==> config.mk <==
export PLATFORM = sky130hd
export DESIGN_NAME = humidity_sensor_frame_decoder
export DESIGN_NICKNAME = d
export VERILOG_FILES = /design/src/rtl/core/hsfd_pkg.sv /design/src/rtl/core/hsfd_frame.sv /design/src/rtl/core/hsfd_scale.sv /design/src/rtl/core/humidity_sensor_frame_decoder.sv
export SDC_FILE = /design/constraint.sdc
export NUM_CORES = 1
export LEC_CHECK = 0
export BUFFER_PORTS_ARGS = -buffer_cell sky130_fd_sc_hd__buf_4
export CAP_MARGIN = 20
export CELL_PAD_IN_SITES_DETAIL_PLACEMENT = 1
export CELL_PAD_IN_SITES_GLOBAL_PLACEMENT = 2
export CORE_ASPECT_RATIO = 1.5
export CORE_MARGIN = 2
export CORE_UTILIZATION = 45
export DETAILED_ROUTE_END_ITERATION = 10
export PLACE_DENSITY_LB_ADDON = 0.1
export SLEW_MARGIN = 20
export SYNTH_ARGS = -nofsm -noshare
export SYNTH_HDL_FRONTEND = slang
export SYNTH_SLANG_ARGS = --single-unit
==> constraint.sdc <==
create_clock -name clk -period 11.7 [get_ports clk]
set_clock_uncertainty 0.2 [all_clocks]
set_input_delay 0 -clock clk [delete_from_list [all_inputs] [get_ports clk]]
set_output_delay 0 -clock clk [all_outputs]
set_load 0.1 [all_outputs]
==> src/rtl/core/hsfd_pkg.sv <==
`timescale 1ns / 1ps
`default_nettype none

package hsfd_pkg;

	// CRC-8 of each sensor word: polynomial 0x31, seed 0xFF, MSB first
	localparam logic [7:0] CRC_POLY = 8'h31;
	localparam logic [7:0] CRC_INIT = 8'hFF;

	// Scale factors over a full-scale divisor of 65535
	localparam int unsigned TEMP_SCALE  = 17500;
	localparam int unsigned HUM_SCALE   = 10000;
	localparam int unsigned TEMP_OFFSET = 4500;

	localparam int unsigned TEMP_W      = 15;
	localparam int unsigned HUM_W       = 14;
	localparam int unsigned TEMP_PROD_W = 31;
	localparam int unsigned HUM_PROD_W  = 30;

	// Completed frame handed from the frame tracker to the scaler
	typedef struct packed {
		logic        mismatch;
		logic [15:0] temp_raw;
		logic [15:0] hum_raw;
	} frame_res_t;

	// One byte through the CRC-8 register
	function automatic logic [7:0] crc8_step(input logic [7:0] crc, input logic [7:0] data);
		logic [7:0] c;
		c = crc ^ data;
		for (int k = 0; k < 8; k++) begin
			if (c[7]) begin
				c = {c[6:0], 1'b0} ^ CRC_POLY;
			end else begin
				c = {c[6:0], 1'b0};
			end
		end
		return c;
	endfunction

endpackage

`default_nettype wire

==> src/rtl/core/hsfd_frame.sv <==
`timescale 1ns / 1ps
`default_nettype none

module hsfd_frame (
	input  wire logic               clk,
	input  wire logic               arst_n,
	input  wire logic               in_valid,
	output      logic               in_ready,
	input  wire logic [7:0]         in_byte,
	input  wire logic               in_start,
	output      logic               res_valid,
	input  wire logic               res_ready,
	output      hsfd_pkg::frame_res_t res
);

	typedef enum logic [2:0] {
		POS_T_MSB = 3'd0,
		POS_T_LSB = 3'd1,
		POS_T_CRC = 3'd2,
		POS_H_MSB = 3'd3,
		POS_H_LSB = 3'd4,
		POS_H_CRC = 3'd5
	} pos_t;

	logic        valid_s1;
	logic [7:0]  byte_s1;
	logic        start_s1;

	pos_t        pos_q;
	logic [7:0]  crc_q;
	logic        mismatch_q;
	logic [15:0] temp_raw_q;
	logic [15:0] hum_raw_q;

	logic        active;
	pos_t        eff_pos;
	logic [7:0]  crc_base;
	logic        mis_base;
	logic        crc_bad;
	logic        final_byte;
	logic        go_s1;

	// Word resolved against the frame state; a start restarts the frame
	always_comb begin
		eff_pos    = start_s1 ? POS_T_MSB : pos_q;
		crc_base   = start_s1 ? hsfd_pkg::CRC_INIT : crc_q;
		mis_base   = start_s1 ? 1'b0 : mismatch_q;
		active     = start_s1 || (pos_q != POS_T_MSB);
		crc_bad    = (crc_base != byte_s1);
		final_byte = valid_s1 && active && (eff_pos == POS_H_CRC);
		go_s1      = !final_byte || res_ready;
	end

	assign in_ready      = !valid_s1 || go_s1;
	assign res_valid     = final_byte;
	assign res.mismatch  = mis_base || crc_bad;
	assign res.temp_raw  = temp_raw_q;
	assign res.hum_raw   = hum_raw_q;

	// Hold the incoming word
	always_ff @(posedge clk or negedge arst_n) begin
		if (!arst_n) begin
			valid_s1 <= 1'b0;
		end else if (in_ready) begin
			valid_s1 <= in_valid;
		end
	end

	always_ff @(posedge clk) begin
		if (in_ready && in_valid) begin
			byte_s1  <= in_byte;
			start_s1 <= in_start;
		end
	end

	// Advance the frame position, CRC and raw words
	always_ff @(posedge clk or negedge arst_n) begin
		if (!arst_n) begin
			pos_q      <= POS_T_MSB;
			crc_q      <= hsfd_pkg::CRC_INIT;
			mismatch_q <= 1'b0;
			temp_raw_q <= 16'h0000;
			hum_raw_q  <= 16'h0000;
		end else if (valid_s1 && active && go_s1) begin
			unique case (eff_pos)
				POS_T_MSB: begin
					crc_q      <= hsfd_pkg::crc8_step(crc_base, byte_s1);
					temp_raw_q <= {byte_s1, 8'h00};
					mismatch_q <= mis_base;
					pos_q      <= POS_T_LSB;
				end
				POS_T_LSB: begin
					crc_q      <= hsfd_pkg::crc8_step(crc_base, byte_s1);
					temp_raw_q <= {temp_raw_q[15:8], byte_s1};
					pos_q      <= POS_T_CRC;
				end
				POS_T_CRC: begin
					mismatch_q <= mis_base || crc_bad;
					crc_q      <= hsfd_pkg::CRC_INIT;
					pos_q      <= POS_H_MSB;
				end
				POS_H_MSB: begin
					crc_q     <= hsfd_pkg::crc8_step(crc_base, byte_s1);
					hum_raw_q <= {byte_s1, 8'h00};
					pos_q     <= POS_H_LSB;
				end
				POS_H_LSB: begin
					crc_q     <= hsfd_pkg::crc8_step(crc_base, byte_s1);
					hum_raw_q <= {hum_raw_q[15:8], byte_s1};
					pos_q     <= POS_H_CRC;
				end
				default: begin
					// Last byte: frame goes out, return to idle
					crc_q      <= hsfd_pkg::CRC_INIT;
					mismatch_q <= 1'b0;
					pos_q      <= POS_T_MSB;
				end
			endcase
		end
	end

endmodule

`default_nettype wire

==> src/rtl/core/hsfd_scale.sv <==
`timescale 1ns / 1ps
`default_nettype none

module hsfd_scale (
	input  wire logic                 clk,
	input  wire logic                 arst_n,
	input  wire logic                 res_valid,
	output      logic                 res_ready,
	input  wire hsfd_pkg::frame_res_t res,
	output      logic                 out_valid,
	input  wire logic                 out_ready,
	output      logic                 out_status,
	output      logic [hsfd_pkg::TEMP_W-1:0] out_temp,
	output      logic [hsfd_pkg::HUM_W-1:0]  out_hum
);

	localparam int unsigned TP = hsfd_pkg::TEMP_PROD_W;
	localparam int unsigned HP = hsfd_pkg::HUM_PROD_W;
	localparam int unsigned TW = hsfd_pkg::TEMP_W;
	localparam int unsigned HW = hsfd_pkg::HUM_W;

	logic          valid_s2;
	logic          mismatch_s2;
	logic [TP-1:0] temp_prod_s2;
	logic [HP-1:0] hum_prod_s2;
	logic          go_s2;

	logic [TW-1:0] temp_q0;
	logic [TW:0]   temp_y;
	logic [TP:0]   temp_ymul;
	logic [TW-1:0] temp_quot;
	logic [TW-1:0] temp_val;
	logic [HW-1:0] hum_q0;
	logic [HW:0]   hum_y;
	logic [HP:0]   hum_ymul;
	logic [HW-1:0] hum_quot;

	logic          out_valid_q;
	logic          status_q;
	logic [TW-1:0] last_temp_q;
	logic [HW-1:0] last_hum_q;

	assign go_s2     = !out_valid_q || out_ready;
	assign res_ready = !valid_s2 || go_s2;

	// Scale the raw words
	always_ff @(posedge clk or negedge arst_n) begin
		if (!arst_n) begin
			valid_s2 <= 1'b0;
		end else if (res_ready) begin
			valid_s2 <= res_valid;
		end
	end

	always_ff @(posedge clk) begin
		if (res_ready && res_valid) begin
			mismatch_s2  <= res.mismatch;
			temp_prod_s2 <= TP'(res.temp_raw) * TP'(hsfd_pkg::TEMP_SCALE);
			hum_prod_s2  <= HP'(res.hum_raw) * HP'(hsfd_pkg::HUM_SCALE);
		end
	end

	// Divide by 65535: quotient is x>>16 or one more; y*65535 = (y<<16) - y
	always_comb begin
		temp_q0   = temp_prod_s2[TP-1:16];
		temp_y    = {1'b0, temp_q0} + (TW+1)'(1);
		temp_ymul = {temp_y, 16'h0000} - (TP+1)'(temp_y);
		temp_quot = temp_q0 + TW'({1'b0, temp_prod_s2} >= temp_ymul);
		temp_val  = temp_quot - TW'(hsfd_pkg::TEMP_OFFSET);

		hum_q0    = hum_prod_s2[HP-1:16];
		hum_y     = {1'b0, hum_q0} + (HW+1)'(1);
		hum_ymul  = {hum_y, 16'h0000} - (HP+1)'(hum_y);
		hum_quot  = hum_q0 + HW'({1'b0, hum_prod_s2} >= hum_ymul);
	end

	// Keep the last good reading and load the result word
	always_ff @(posedge clk or negedge arst_n) begin
		if (!arst_n) begin
			out_valid_q <= 1'b0;
			status_q    <= 1'b0;
			last_temp_q <= '0;
			last_hum_q  <= '0;
		end else if (go_s2) begin
			out_valid_q <= valid_s2;
			if (valid_s2) begin
				status_q <= mismatch_s2;
				if (!mismatch_s2) begin
					last_temp_q <= temp_val;
					last_hum_q  <= hum_quot;
				end
			end
		end
	end

	assign out_valid  = out_valid_q;
	assign out_status = status_q;
	assign out_temp   = last_temp_q;
	assign out_hum    = last_hum_q;

endmodule

`default_nettype wire

==> src/rtl/core/humidity_sensor_frame_decoder.sv <==
// The sixth byte of a frame passes the input byte, scale and output word registers.
// Throughput: one byte per cycle; a waiting result stalls input only when the
// next frame end finds both the scale stage and the output word occupied.
// Reset: arst_n clears to idle, CRC seed 0xFF, last good readings zero.
`timescale 1ns / 1ps
`default_nettype none

module humidity_sensor_frame_decoder (
	input  wire logic        clk,
	input  wire logic        arst_n,
	input  wire logic        s_tvalid,
	output      logic        s_tready,
	input  wire logic [7:0]  s_tdata,   // [7:0] data_byte
	input  wire logic [0:0]  s_tuser,   // [0] frame_start
	output      logic        m_tvalid,
	input  wire logic        m_tready,
	output      logic [31:0] m_tdata,   // [14:0] temperature, [28:15] humidity, zero above
	output      logic [0:0]  m_tuser    // [0] status
);

	logic                 res_valid;
	logic                 res_ready;
	hsfd_pkg::frame_res_t res;
	logic                 out_status;
	logic [hsfd_pkg::TEMP_W-1:0] out_temp;
	logic [hsfd_pkg::HUM_W-1:0]  out_hum;

	// Track frame bytes and CRC
	hsfd_frame u_frame (
		.clk       (clk),
		.arst_n    (arst_n),
		.in_valid  (s_tvalid),
		.in_ready  (s_tready),
		.in_byte   (s_tdata),
		.in_start  (s_tuser[0]),
		.res_valid (res_valid),
		.res_ready (res_ready),
		.res       (res)
	);

	// Convert and hold the result word
	hsfd_scale u_scale (
		.clk        (clk),
		.arst_n     (arst_n),
		.res_valid  (res_valid),
		.res_ready  (res_ready),
		.res        (res),
		.out_valid  (m_tvalid),
		.out_ready  (m_tready),
		.out_status (out_status),
		.out_temp   (out_temp),
		.out_hum    (out_hum)
	);

	assign m_tdata = {3'b000, out_hum, out_temp};
	assign m_tuser = out_status;

endmodule

`default_nettype wire

==> results of run 1 <==
[cell usage after synthesis, types with 22 or more instances]
| library cell | n | area (sq um) |
|---|---|---|
| inv_1 | 232 | 871 |
| xor2_1 | 41 | 359 |
| nand2_1 | 150 | 563 |
| nor2_1 | 73 | 274 |
| clkbuf_1 | 26 | 97.6 |
| xnor2_1 | 89 | 780 |
| o21ai_0 | 81 | 405 |
| nand3_1 | 34 | 170 |
| ha_1 | 230 | 2880 |
| a21oi_1 | 62 | 310 |
| fa_1 | 80 | 1600 |
| edfxtp_1 | 65 | 1950 |
| a21o_1 | 22 | 165 |
| dfrtp_1 | 69 | 1730 |
[worst min path at each step]
stage / to / cells past startpoint
CTS: u_frame.byte_s1[3]$_DFFE_PP_ / 2
floorplan: u_frame.hum_raw_q[0]$_DFFE_PN0P_ / 0
detailed placement: u_frame.byte_s1[1]$_DFFE_PP_ / 1
finish: u_frame.byte_s1[0]$_DFFE_PP_ / 2
global placement: u_frame.byte_s1[3]$_DFFE_PP_ / 1
global route: u_frame.byte_s1[7]$_DFFE_PP_ / 2
[flip-flops by register name (all words and copies together) (netlist names), 8 cells and up]
| signal | count |
|---|---|
| u_frame.byte_s1 | 8 |
| u_frame.crc_q | 8 |
| u_frame.hum_raw_q | 16 |
| u_frame.temp_raw_q | 16 |
| u_scale.hum_prod_s2 | 26 |
| u_scale.out_hum | 14 |
| u_scale.out_temp | 15 |
| u_scale.temp_prod_s2 | 29 |
[area by class of cell]
class	count	area share, %
clock buffers	22	3.07
multi-input cells	1113	59.9
flip-flops and latches	142	24.6
clock inverters	10	0.482
well taps	410	3.24
inverters	234	5.55
repair buffers	61	3.24
[routing by layer]
metal	vias to the layer above	share of wire (%)	routed length (um)
met3	52	1.9	627
li1	5259	-	-
met1	5148	43	14500
met4	0	2.5	854
met5	-	0	0
met2	129	52	17500
[metrics by stage]
step                worst slack, ps  hold slack, ps
floorplan                      5690            -496
global placement               5110           -21.5
detailed placement             4940           -20.7
CTS                            4920            47.6
global route                   4520            65.1
finish                         4930            77.0
[worst max-delay path: stages (launching register included)]
cell,delay (ps)
edfxtp_1,550
ha_1,370
and2_1,270
nand2_1,140
xor2_2,380
o2111ai_4,220
or3_4,460
nand2b_4,180
nand2_1,100
xor2_1,170
ha_1,260
a21o_1,160
a21o_1,170
a21o_1,170
a2111oi_0,410
o21ai_0,170
nand2b_1,100
a31o_2,160
a21oi_2,70
ha_1,200
ha_1,220
o31a_1,270
or3_1,360
a31oi_1,320
nand2_1,150
a21oi_1,200
xnor2_1,140
o21ai_1,70
[report_power, final]
group	switching, mW	internal, mW
clock	0.223	0.298
combinational	1.78	1.14
sequential	0.124	0.755
total	2.13	2.19
[kinds of logic (layout without fill, tap and decap cells)]
| group | Yosys count | after routing | share of synthesized area (%) |
|---|---|---|---|
| AOI/OAI and AO/OA | 265 | 265 | 11.7 |
| buffers and inverters | 284 | 327 | 7.75 |
| and+or+nand+nor | 386 | 386 | 13.3 |
| xor gates and xnor gates | 132 | 132 | 8.09 |
| DFF | 142 | 142 | 26.9 |
| muxes | 17 | 17 | 1.30 |
| other | 1 | 3 | 0.0259 |
| adders and majority gates | 310 | 310 | 31.0 |
==> impl_results.md, run 1 <==
- Status: finished clean
- Routed Wire Length: 33,500 um
- GR Util met3: 2.30%
- Post-synth EDFFs: 65
- GR Util met1: 25.3%
- Initial antenna violation count: 0
- Post-synthesis cell type count: 81
- GRT Total Usage: 21.3%
- Num Clock Sinks: 142
- Starting DRT DRC Count: 268
- Core box area: 31,700 sq um
- CTS buffer count: 17
- Register area: 3890 sq um
- Ant diodes: 0
- Critical path required time: 11,800 ps
- Grt ovf: 0
- Detailed-route via count: 10,600
- Period utilization: 57.8%
- Final slew viol count: 0
- H-tree depth: 4
- Slew at the pin closest to its max-slew limit: 881 ps
- CTS clk-pin slew, worst paths: 70 ps
- Peak fanout along the critical path: 10
- Avg Cell Area, Syn: 9.41 sq um
- # Post-CTS Setup Buffers: 0
- Critical Path Sink Type: flip-flop
- Hold_sp: s_tdata[0]
- # IOs: 48
- Post-CTS sizing: 0
- # port buffers: 44
- Syn Inst Count: 1,537
- CP endpoint: u_scale.out_temp[14]$_DFFE_PN0P_
- Slew HR: 40.8%
- Total Die Area: 33,600 sq um
- Final Power: 4.32 mW
- Vias per inst: 5.32
- Cell area after placement: 15,100 sq um
- Setup violations, final: 0
- Async SR Flop Fraction: 54.2%
- Critical Path AT: 6860 ps
- #FFs+latches synth: 142
- DP Cell Count: 1,945
- Fin. Hold Viols: 0
- Max Cap Viol: 0
- CTS Buffer Depth: 2
- Antenna viol nets, final: 0
- Cts hold-fix bufs: 13
- Multi-input logic area: 9480 sq um
- Crit Reg-Reg Endpoint: u_scale.out_temp[14]$_DFFE_PN0P_
- Vias in the first global route: 11,400
- RSZ-0062 raised after global routing: false
- Worst hold-check path type: in -> reg
- Rows: 80
- Total Neg Setup Slack: 0 ps
- Startpoint Class: flip-flop
- Final core occ: 49.9%
- CTS tree: yes
- Root buffer cell: clkbuf_16
- Global-route wire length before repair: 56,700 um
- VDD IR max: 177 uV
- Synthesis-to-finish area growth: 9.44%
- Chip Width: 150 um
- Nets: 1,892
- Clock Latency Late Sink: 440 ps
- GR Layer Usage met2: 39.3%
- First drt pass iteration count: 4
- Synthesized area: 14,500 sq um
- CP Class: reg -> reg
- Largest net degree at the start of global routing: 78
- Most common cell after layout, fill and taps aside: inv_1
- Worst setup path startpoint: u_scale.temp_prod_s2[16]$_DFFE_PP_
- Synth warn: 0
- Wirelength per Cell: 16.8 um
- Cell count of the worst reg-to-reg path: 27
- Die Span Y: 224 um
- Share of cells above drive strength 1: 8.09%
- Clock period minus worst slack: 6770 ps
- Non-Filler Instances: 1,992
- Leakage power: 7.64 nW
- Reg2reg setup slack: 4930 ps
- Max Freq: 0.148 GHz
- Detailed-placement wirelength estimate: 27,700 um
- Most used DFF post-synth: dfrtp_1
- PD cells: 273 nW/um^2
- Initial Util: 45.6%
- Commonest cells after routing, fill and taps aside: 232 x inv_1, 230 x ha_1, 150 x nand2_1, 89 x xnor2_1, 81 x o21ai_0
- Reg2reg start: u_scale.temp_prod_s2[16]$_DFFE_PP_
- Fillers: 3,640
- Proportion of synthesized chip area in sequential cells: 26.9%
- Residual DRC: 0
- Post-route cell area: 15,800 sq um
- Grt peak-use layer: met2
- Placer Congestion: 0.820
No activity file was read; power rests on OpenSTA's default activity.
==> run 2, diff against run 1 <==
CORE_UTILIZATION = 38   (was 45)
clock period = 6.2 ns   (was 11.7 ns; I/O delays follow)
==> run 2 against run 1 <==
Compared with the run above:
- sequential share of layout area is 0.69 points lower
- global-route usage is 1.4 points lower
- sequential power is 88% higher
- fmax is 15% higher
- clock-buffer cell count is 5 lower
- total power is 92% higher
- largest cell class unchanged
- cell count is 5.7% higher
- flip-flop and latch count stayed put
- combinational power is 91% higher
- clock power is 110% higher
- via count is 1.3% higher
- first-iteration DRC count is 42% higher
==> impl_results.md, run 2 (synthesis gave the netlist of run 1 again) <==
- Ant diodes: 0 (unchanged)
- Slew at the pin closest to its max-slew limit: 909 ps (+27.7 ps)
- Detailed-placement wirelength estimate: 30,600 um (+11%)
- WHS: 64.9 ps (-12.1 ps)
- Final core occ: 43.4% (-6.5 points)
- Vias in the first global route: 11,900 (+4.4%)
- Multi-input logic area: 9530 sq um (+0.53%)
- Biggest regs: u_scale.temp_prod_s2 (29), u_scale.hum_prod_s2 (26)
- Post-route cell area: 16,300 sq um (+2.9%)
- GR Util met3: 2.56% (+0.26 points)
- Residual DRC: 0 (unchanged)
- CTS clk-pin slew, worst paths: 70 ps (about the same)
- GR Util met1: 21.7% (-3.6 points)
- First drt pass iteration count: 4 (unchanged)
- Most common cell after layout, fill and taps aside: inv_1
- Slew HR: 38.9% (-1.9 points)
- Share of cells above drive strength 1: 10.9% (+2.8 points)
- Total Die Area: 39,700 sq um (+18%)
- CP endpoint: u_scale.out_temp[14]$_DFFE_PN0P_
- Cell area after placement: 15,400 sq um (+2.2%)
- CTS tree: yes
- Fin. Hold Viols: 0 (unchanged)
- CTS Buffer Depth: 2 (unchanged)
- Rows: 87 (+8.8%)
- Wirelength per Cell: 17.5 um (+3.7%)
- RSZ-0062 raised after global routing: true
- # port buffers: 44 (unchanged)
- Largest net degree at the start of global routing: 57 (-27%)
- Cell count of the worst reg-to-reg path: 27 (unchanged)
- Detailed-route via count: 10,700 (+1.3%)
- Fillers: 4,357 (+20%)
- Startpoint Class: flip-flop
- Max Cap Viol: 0 (unchanged)
- Antenna viol nets, final: 0 (unchanged)
- Routed Wire Length: 36,800 um (+9.7%)
- Die Span Y: 243 um (+8.7%)
- Non-Filler Instances: 2,106 (+5.7%)
- Final slew viol count: 0 (unchanged)
- Period utilization: 94.9% (+37 points)
- Root buffer cell: clkbuf_16
- H-tree depth: 4 (unchanged)
- Crit Reg-Reg Endpoint: u_scale.out_temp[14]$_DFFE_PN0P_
- Peak fanout along the critical path: 7 (-3)
- Final Power: 8.30 mW (+92%)
- PD cells: 510 nW/um^2 (+87%)
- Worst hold-check path type: in -> reg
- Most flop-heavy register: u_scale.temp_prod_s2
- Grt peak-use layer: met2
- Grt ovf: 0 (unchanged)
- Core box area: 37,600 sq um (+18%)
- Reg2reg start: u_scale.temp_prod_s2[17]$_DFFE_PP_
- Placer Congestion: 0.812 (-0.99%)
- Initial Util: 38.5% (-7.1 points)
- Total Neg Setup Slack: 0 ps (unchanged)
- Clock period minus worst slack: 5880 ps (-882 ps)
- Critical path required time: 6300 ps (-5500 ps)
- Nets: 1,927 (+1.8%)
- Clock Latency Late Sink: 450 ps (about the same)
- CTS buffer count: 17 (unchanged)
- DP Cell Count: 2,056 (+5.7%)
- Status: finished clean
- Max Freq: 0.170 GHz (+15%)
- VDD IR max: 315 uV (+78%)
- CP Class: reg -> reg
- Global-route wire length before repair: 61,300 um (+8.1%)
- Register area: 3890 sq um (unchanged)
- Critical Path AT: 5980 ps (-880 ps)
- Starting DRT DRC Count: 380 (+42%)
- # IOs: 48 (unchanged)
- Chip Width: 163 um (+8.6%)
- Vias per inst: 5.09 (-4.2%)
- GR Layer Usage met2: 38.4% (-0.91 points)
- Initial antenna violation count: 1 (+1)
- Setup violations, final: 0 (unchanged)
- Commonest cells after routing, fill and taps aside: 232 x inv_1, 229 x ha_1, 148 x nand2_1, 88 x xnor2_1, 81 x buf_4
- Reg2reg setup slack: 320 ps (-4620 ps)
- Critical Path Sink Type: flip-flop
- Crit path setup slack, layout: 316 ps (-4620 ps)
- Synthesis-to-finish area growth: 12.6%
- Pre-CTS setup slack: 88.7 ps (-4850 ps)
- Worst setup path startpoint: u_scale.temp_prod_s2[17]$_DFFE_PP_
- Number of flip-flops under the largest register name: 29 (unchanged)
- Num Clock Sinks: 142 (unchanged)
- GRT Total Usage: 19.8% (-1.4 points)
- Leakage power: 7.84 nW (+2.6%)
-- run 2: report_power, final --
| part | internal (mW) | switching (mW) | total, mW |
|---|---|---|---|
| combinational | 2.16 | 3.41 | 5.57 |
| clock | 0.584 | 0.498 | 1.08 |
| sequential | 1.42 | 0.229 | 1.65 |
| total | 4.16 | 4.14 | 8.30 |
-- run 2: area by class of cell --
| type | count | share of cell area, % |
|---|---|---|
| inverter | 234 | 5.39 |
| clock inverter | 15 | 1.17 |
| tap | 489 | 3.76 |
| multi-input combinational | 1113 | 58.5 |
| sequential | 142 | 23.9 |
| clock buffer | 17 | 2.61 |
| timing repair buffer | 96 | 4.72 |
-- run 2: routing by layer --
| metal | vias up | wire length, um | part of all wire [%] |
|---|---|---|---|
| li1 | 5335 | - | - |
| met1 | 5264 | 14700 | 40 |
| met2 | 80 | 20500 | 56 |
| met3 | 47 | 467 | 1.3 |
| met4 | 0 | 1090 | 3.0 |
| met5 | - | 0 | 0 |
-- run 2: how the worst min path moves through the flow --
stage	depth (start not counted)	endpoint	slack (ps)	start
after floorplan	0	u_frame.hum_raw_q[0]$_DFFE_PN0P_	-500	arst_n
after global placement	1	u_scale.out_temp[0]$_DFFE_PN0P_	-200	arst_n
after detailed placement	1	u_scale.out_temp[0]$_DFFE_PN0P_	-210	arst_n
after CTS	2	u_frame.byte_s1[4]$_DFFE_PP_	40	s_tdata[4]
after global routing	2	u_frame.byte_s1[0]$_DFFE_PP_	50	s_tdata[0]
final	2	u_frame.byte_s1[4]$_DFFE_PP_	60	s_tdata[4]
-- run 2: worst max-delay path: stages (launching register included) --
cell and delay (ps):
edfxtp_1 400, buf_4 180, and3_1 230, mux2_4 330, nor2_4 110, o2111ai_4 140, or3_4 420, nand2b_4 170
nand2_1 90, xor2_1 170, ha_1 280, a21o_1 170, a21o_1 170, a21o_1 190, a2111oi_2 340, o21ai_1 110
nand2b_1 80, a31o_2 170, a21oi_2 70, ha_1 210, ha_1 220, o31a_1 290, or3_4 370, a31oi_4 170
nand2_2 90, a21oi_2 150, xnor2_1 130, o21ai_1 70
-- run 2: repair_timing --
item | 4_1_cts | 5_1_grt
setup endpoints to repair | 0 | 7
hold buffers | 15 | 0
setup buffers | 0 | 3
hold endpoints to repair | 90 | 0
resized for setup | 0 | 14
